[config.mk]
export PLATFORM = sky130hd
export DESIGN_NAME = signed_byte_alu_booth_divide_unit
export DESIGN_NICKNAME = d
export VERILOG_FILES = /design/src/hw/rtl/sbadu_pkg.sv /design/src/hw/rtl/signed_byte_alu_booth_divide_unit.sv /design/src/hw/rtl/sbadu_ctrl.sv /design/src/hw/rtl/sbadu_dp.sv
export SDC_FILE = /design/constraint.sdc
export NUM_CORES = 1
export LEC_CHECK = 0
export BUFFER_PORTS_ARGS = -buffer_cell sky130_fd_sc_hd__buf_2
export CAP_MARGIN = 10
export CORE_MARGIN = 2
export CORE_UTILIZATION = 40
export DETAILED_ROUTE_END_ITERATION = 7
export HOLD_SLACK_MARGIN = 0.06
export PLACE_DENSITY = 0.56
export SLEW_MARGIN = 20
export SYNTH_ARGS = -nofsm -noshare
export SYNTH_HDL_FRONTEND = slang
export SYNTH_SLANG_ARGS = --single-unit
[constraint.sdc]
create_clock -name clk -period 5.91 [get_ports clk]
set_clock_uncertainty 0.2 [all_clocks]
set_input_delay 0.8865 -clock clk [delete_from_list [all_inputs] [get_ports clk]]
set_output_delay 0.8865 -clock clk [all_outputs]
set_load 0.1 [all_outputs]
[src/hw/rtl/sbadu_pkg.sv]
// ----------------------------------------------------------------------------
// sbadu_pkg
// Shared types and constants for the signed byte ALU with Booth multiply and
// restoring divide.
// ----------------------------------------------------------------------------
`timescale 1ns / 1ps
`default_nettype none

package sbadu_pkg;

  localparam int OPW     = 8;
  localparam int RES_W   = 16;
  localparam int STEPS   = OPW;
  localparam int CNT_W   = $clog2(STEPS + 1);

  typedef enum logic [1:0] {
    CMD_ADD = 2'd0,
    CMD_SUB = 2'd1,
    CMD_MUL = 2'd2,
    CMD_DIV = 2'd3
  } cmd_t;

  typedef enum logic [1:0] {
    ST_IDLE,
    ST_RUN
  } state_t;

  typedef struct packed {
    logic load;
    logic step;
    logic store;
  } dp_cmd_t;

  typedef struct packed {
    logic short_op;
  } dp_status_t;

endpackage

`default_nettype wire

[src/hw/rtl/signed_byte_alu_booth_divide_unit.sv]
// ----------------------------------------------------------------------------
// signed_byte_alu_booth_divide_unit
// Signed 8-bit ALU: wrapping add and subtract, radix-2 Booth multiply and
// restoring divide with sign fix-up.
// ----------------------------------------------------------------------------
// Channel | Handshake             | Payload
// in      | in_valid / in_ready   | cmd, operand_a, operand_b
// out     | out_valid / out_ready | result_value, remainder_value, divide_by_zero
//
// Add, subtract and a divide by zero go from accept straight to store; multiply
// and any other divide run eight shift-add steps on the shared accumulator
// between accept and store.
// One beat is in work at a time; a new beat is accepted while the previous
// result still waits in the output register.
// A stalled output holds the finished beat in the datapath until the output
// register frees up. Reset is synchronous and clears the control state only.
// ----------------------------------------------------------------------------
`timescale 1ns / 1ps
`default_nettype none

module signed_byte_alu_booth_divide_unit
  import sbadu_pkg::*;
(
  input  wire logic                  clk,
  input  wire logic                  rst,
  input  wire logic                  in_valid,
  output logic                       in_ready,
  input  wire logic [1:0]            cmd,
  input  wire logic signed [OPW-1:0] operand_a,
  input  wire logic signed [OPW-1:0] operand_b,
  output logic                       out_valid,
  input  wire logic                  out_ready,
  output logic signed [RES_W-1:0]    result_value,
  output logic signed [OPW-1:0]      remainder_value,
  output logic                       divide_by_zero
);

  dp_cmd_t    dp_cmd;
  dp_status_t status;

  sbadu_ctrl u_ctrl (
    .clk       (clk),
    .rst       (rst),
    .in_valid  (in_valid),
    .in_ready  (in_ready),
    .out_valid (out_valid),
    .out_ready (out_ready),
    .status    (status),
    .dp_cmd    (dp_cmd)
  );

  sbadu_dp u_dp (
    .clk             (clk),
    .dp_cmd          (dp_cmd),
    .status          (status),
    .cmd             (cmd),
    .operand_a       (operand_a),
    .operand_b       (operand_b),
    .result_value    (result_value),
    .remainder_value (remainder_value),
    .divide_by_zero  (divide_by_zero)
  );

endmodule

`default_nettype wire

[src/hw/rtl/sbadu_ctrl.sv]
// ----------------------------------------------------------------------------
// sbadu_ctrl
// Controller: accepts a beat, sequences the shift-add steps and hands the
// result to the output register.
// ----------------------------------------------------------------------------
`timescale 1ns / 1ps
`default_nettype none

module sbadu_ctrl
  import sbadu_pkg::*;
(
  input  wire logic       clk,
  input  wire logic       rst,
  input  wire logic       in_valid,
  output logic            in_ready,
  output logic            out_valid,
  input  wire logic       out_ready,
  input  wire dp_status_t status,
  output dp_cmd_t         dp_cmd
);

  state_t           state;
  state_t           state_next;
  logic [CNT_W-1:0] count;
  logic [CNT_W-1:0] count_next;
  logic             out_valid_next;
  logic             finished;

  always_ff @(posedge clk) begin
    if (rst) begin
      state     <= ST_IDLE;
      count     <= '0;
      out_valid <= 1'b0;
    end else begin
      state     <= state_next;
      count     <= count_next;
      out_valid <= out_valid_next;
    end
  end

  assign finished = status.short_op || (count == CNT_W'(STEPS));

  always_comb begin
    state_next     = state;
    count_next     = count;
    out_valid_next = out_valid && !out_ready;
    in_ready       = 1'b0;
    dp_cmd         = '0;
    unique case (state)
      ST_IDLE: begin
        in_ready = !rst;
        if (in_valid && !rst) begin
          dp_cmd.load = 1'b1;
          count_next  = '0;
          state_next  = ST_RUN;
        end
      end
      ST_RUN: begin
        if (finished) begin
          if (!out_valid || out_ready) begin
            dp_cmd.store   = 1'b1;
            out_valid_next = 1'b1;
            state_next     = ST_IDLE;
          end
        end else begin
          dp_cmd.step = 1'b1;
          count_next  = count + CNT_W'(1);
        end
      end
      default: begin
        state_next = ST_IDLE;
      end
    endcase
  end

endmodule

`default_nettype wire

[src/hw/rtl/sbadu_dp.sv]
// ----------------------------------------------------------------------------
// sbadu_dp
// Datapath: operand registers, shared accumulator for Booth steps and
// restoring division steps, sign fix-up and the output register.
// ----------------------------------------------------------------------------
`timescale 1ns / 1ps
`default_nettype none

module sbadu_dp
  import sbadu_pkg::*;
(
  input  wire logic                    clk,
  input  wire dp_cmd_t                 dp_cmd,
  output dp_status_t                   status,
  input  wire logic [1:0]              cmd,
  input  wire logic signed [OPW-1:0]   operand_a,
  input  wire logic signed [OPW-1:0]   operand_b,
  output logic signed [RES_W-1:0]      result_value,
  output logic signed [OPW-1:0]        remainder_value,
  output logic                         divide_by_zero
);

  cmd_t           op;
  logic           na;
  logic           nb;
  logic           dz;
  logic [OPW:0]   acc;
  logic [OPW-1:0] qreg;
  logic           qm1;
  logic [OPW:0]   mreg;

  logic [OPW:0]   booth_sum;
  logic [OPW:0]   rem_shift;
  logic [OPW+1:0] trial;
  logic [OPW-1:0] short_sum;
  logic [OPW-1:0] quot_fix;
  logic [OPW-1:0] rem_fix;
  logic [OPW-1:0] mag_a;
  logic [OPW:0]   mag_b;

  assign mag_a = operand_a[OPW-1] ? OPW'(-operand_a) : operand_a;
  assign mag_b = operand_b[OPW-1] ? (OPW+1)'(-{operand_b[OPW-1], operand_b})
                                  : {1'b0, operand_b};

  always_comb begin
    case ({qreg[0], qm1})
      2'b01:   booth_sum = acc + mreg;
      2'b10:   booth_sum = acc - mreg;
      default: booth_sum = acc;
    endcase
  end

  assign rem_shift = {acc[OPW-1:0], qreg[OPW-1]};
  assign trial     = {1'b0, rem_shift} - {1'b0, mreg};

  assign short_sum = (op == CMD_SUB) ? mreg[OPW-1:0] - qreg : mreg[OPW-1:0] + qreg;
  assign quot_fix  = (na ^ nb) ? OPW'(-qreg) : qreg;
  assign rem_fix   = na ? OPW'(-acc[OPW-1:0]) : acc[OPW-1:0];

  assign status.short_op = (op == CMD_ADD) || (op == CMD_SUB) || dz;

  always_ff @(posedge clk) begin
    if (dp_cmd.load) begin
      op  <= cmd_t'(cmd);
      na  <= operand_a[OPW-1];
      nb  <= operand_b[OPW-1];
      dz  <= (cmd_t'(cmd) == CMD_DIV) && (operand_b == '0);
      acc <= '0;
      qm1 <= 1'b0;
      if (cmd_t'(cmd) == CMD_DIV) begin
        mreg <= mag_b;
        qreg <= mag_a;
      end else begin
        mreg <= {operand_a[OPW-1], operand_a};
        qreg <= operand_b;
      end
    end else if (dp_cmd.step) begin
      if (op == CMD_MUL) begin
        {acc, qreg, qm1} <= {booth_sum[OPW], booth_sum, qreg};
      end else if (!trial[OPW+1]) begin
        acc  <= trial[OPW:0];
        qreg <= {qreg[OPW-2:0], 1'b1};
      end else begin
        acc  <= rem_shift;
        qreg <= {qreg[OPW-2:0], 1'b0};
      end
    end
  end

  always_ff @(posedge clk) begin
    if (dp_cmd.store) begin
      remainder_value <= '0;
      divide_by_zero  <= 1'b0;
      unique case (op) inside
        CMD_ADD, CMD_SUB: begin
          result_value <= RES_W'(signed'(short_sum));
        end
        CMD_MUL: begin
          result_value <= RES_W'({acc[OPW-1:0], qreg});
        end
        CMD_DIV: begin
          if (dz) begin
            result_value   <= '0;
            divide_by_zero <= 1'b1;
          end else begin
            result_value    <= RES_W'(signed'(quot_fix));
            remainder_value <= rem_fix;
          end
        end
        default: begin
          result_value <= '0;
        end
      endcase
    end
  end

endmodule

`default_nettype wire

==> results.json <==
{
  "holdPathStages": 2,
  "grt_max_degree": 34,
  "io_buffer_count": 48,
  "crit_chain": "inv_1 > ha_1 > or3b_2 > nor3_1 > nor2_1 > xnor2_1 > ha_1 > o21ai_0 > nand2b_1 > o41ai_4 > xnor2_1 > o22ai_4 > a21o_1",
  "h-tree-depth": 3,
  "cap_violations": 0,
  "arrival_ps": 3350,
  "final.period_utilization_pct": 58.81,
  "finalSetupViolCount": 0,
  "cts_setup_buffers": 0,
  "clockBufferDepth": 2,
  "syn-instance-count": 533,
  "io_pins": 49,
  "ir_worst_vdd_mv": 0.1938,
  "relSlewSlack_pct": 42.14,
  "cts-buffers-inserted": 9,
  "syn_area_per_cell_um2": 8.953,
  "ys_seq_area_share_pct": 36.29,
  "ctsResizeCount": 0,
  "drt_iter0_markers": 313,
  "drtPass1Iterations": 7,
  "n_antenna_cell": 0,
  "grt_first_pass_wirelength_mm": 19.22,
  "violations": "design-rule violations",
  "crit-reg2reg-launch": "u_dp.qreg[0]",
  "max_stage_delay_ps": 520,
  "cts_num_sinks": 63,
  "layout_min_cycle_time_ps": 3475,
  "placed_area_um2": 5122,
  "rsz0062_at_grt": "false",
  "timing.fmax_mhz": 287.7,
  "hold_viol_final": 0,
  "gp_congestion": 0.9088,
  "drv_slew": 0,
  "yosys_warnings": 0,
  "synthAdderAreaFrac_pct": 9.649,
  "drive_gt1_share_pct": 13.89,
  "synthXorXnorAreaFrac_pct": 9.334,
  "cts.clk_slew.worst_paths_ps": 50,
  "cts-root-buf": "clkbuf_16",
  "drc": 5,
  "final_util_pct": 47.14,
  "first_global_vias": 3783,
  "core_um2": 11520,
  "worstHoldStart": "u_dp.qm1",
  "layout.nets": 628,
  "rows": 39,
  "overflow": 0,
  "dp_cells": 703,
  "reg2reg_slack_ps": 2430,
  "holdBufCountCts": 0,
  "p_leak_nw": 2.183,
  "synthSimpleGateAreaFrac_pct": 17.91,
  "hold_end": "u_dp.qm1",
  "synth_top_family_by_area": "compound AO/OA/AOI/OAI gates",
  "critPathBufInv": 1,
  "critPathSlowestCell": "edfxtp_1",
  "mostFrequentLayoutCell": "nor2_1",
  "ys_ff_latch": 63,
  "ys.flop_type": "edfxtp_1",
  "tns_ps": 0,
  "p_per_area_nw_per_um2": 263.5,
  "holdCritPathClass": "reg2reg",
  "wl_per_cell_um": 16.34,
  "die_h_um": 113.2,
  "final_cells": 719,
  "die_area_um2": 12820,
  "dieWidth_um": 113.2,
  "syn_nets": 590,
  "final_area_um2": 5429,
  "critical-path-top-delay-family": "simple AND/OR/NAND/NOR gates",
  "wirelength_mm": 11.75,
  "ant_nets": 0,
  "reg2reg_depth": 13,
  "syn-cell-area_um2": 4772,
  "synthMuxAreaShare_pct": 2.805,
  "grt_antenna_before_repair": 0,
  "crit_type": "reg2reg",
  "vias": 3966,
  "tightest_slew_ps": 865.8,
  "start_kind": "flip-flop",
  "grtUsageTotal_pct": 19.04,
  "crit_path_max_fanout": 9,
  "r2r_end": "u_dp.result_value[14]",
  "async_reset_ff_share_pct": 0,
  "dp_hpwl_mm": 8.833,
  "crit_required_ps": 5790,
  "synth_edf_count": 47,
  "clkLatencyLatePin_ps": 320,
  "status": "complete, but fails checks",
  "synth-compound-area-share_pct": 19.45,
  "final_cell_mix": "55 x nor2_1, 52 x nand2_1, 48 x buf_2",
  "viasPerCell": 5.516,
  "power_mw": 1.430,
  "cp-end-kind": "flip-flop",
  "cts_tree": "yes",
  "synth.distinct_cells": 66,
  "start_util_pct": 41.44,
  "area_growth_syn_to_layout_pct": 13.77
}
kinds of logic after synthesis:
group / after synthesis
adders and majority gates: 35
AOI/OAI and AO/OA: 139
xor gates and xnor gates: 50
muxes: 13
buffers and inverters: 56
and+or+nand+nor: 177
DFF: 63
final cells by class:
type                       instances  area [um^2]
fill                            1131         6087
multi-input combinational        414         2825
sequential                        63         1732
timing repair buffer              52        270.3
clock buffer                      12        236.5
tap                              143        178.9
inverter                          31        116.4
clock inverter                     4        70.07
how the worst max path moves through the flow:
stage | start | to | slack, ps | cells past startpoint
floorplan | rst | u_dp.qreg[0] | 2180 | 5
global placement | u_dp.qreg[0] | u_dp.result_value[14] | 2530 | 13
detailed placement | u_dp.qreg[0] | u_dp.result_value[7] | 2460 | 13
CTS | u_dp.qreg[0] | u_dp.result_value[7] | 2420 | 13
global route | u_dp.qreg[0] | u_dp.result_value[14] | 2180 | 13
finish | u_dp.qreg[0] | u_dp.result_value[14] | 2430 | 13
sequential cells by signal, indices dropped and copies added, names as in the netlist:
name                  cells
u_ctrl.out_valid          1
u_ctrl.state              1
u_dp.remainder_value      8
u_ctrl.count              4
u_dp.result_value        16
u_dp.nb                   1
u_dp.mreg                 9
u_dp.op                   2
u_dp.acc                  9
u_dp.na                   1
u_dp.qm1                  1
u_dp.divide_by_zero       1
u_dp.qreg                 8
u_dp.dz                   1
synth_stat cells (all sizes together) (2+ instances only):
cell type / number / area, um^2
a211oi: 11 / 82.58
a21boi: 2 / 15.01
a21o: 11 / 82.58
a21oi: 34 / 173.9
a221o: 2 / 20.02
a311oi: 2 / 17.52
a31oi: 8 / 50.05
a41oi: 2 / 25.03
and2: 2 / 12.52
and3: 2 / 12.51
buf: 4 / 22.52
clkbuf: 21 / 78.83
dfxtp: 16 / 320.3
edfxtp: 47 / 1411
fa: 3 / 60.06
ha: 32 / 400.4
inv: 30 / 112.6
mux2: 3 / 33.78
mux2i: 10 / 100.1
nand2: 52 / 195.2
nand2b: 13 / 81.33
nand3: 7 / 35.03
nand3b: 3 / 26.27
nor2: 56 / 210.2
nor2b: 10 / 62.56
nor3: 12 / 71.32
nor4: 5 / 37.53
o211ai: 4 / 30.03
o21a: 3 / 22.52
o21ai: 40 / 200.2
o21bai: 2 / 15.01
o221a: 2 / 22.52
o221ai: 2 / 17.52
o22ai: 2 / 26.28
o31ai: 3 / 22.52
o41ai: 2 / 36.29
or3: 8 / 55.05
or3b: 2 / 17.52
xnor2: 30 / 270.3
xor2: 20 / 175.2
worst register-to-register path: cells and delay by family, from the launching register on:
family	cells	cell delay, ps
buf+inv	1	100
fa+ha+maj	2	510
compound gates	4	520
simple gates	4	980
flops	1	520
xor+xnor	2	410
power by group:
group          internal [mW]  leakage (nW)  total, mW  switching (mW)
Clock                  0.368         0.151      0.554           0.186
Combinational          0.131          1.47      0.343           0.212
Sequential             0.505         0.567      0.534          0.0287
per-layer routing:
layer	global-route usage [%]	share of wire, %
met1	27.05	48
met2	29.50	44
met3	3.642	6.7
met4	5.854	1.2
met5	0	0
stage by stage:
step	setup slack, ps	hold slack [ps]
6_report	2435	282.2
5_1_grt	2184	331.3
4_1_cts	2424	292.7
3_5_place_dp	2457	278.2
3_3_place_gp	2529	266.2
2_1_floorplan	2179	254.2
Power figures use the tool's default switching activity.
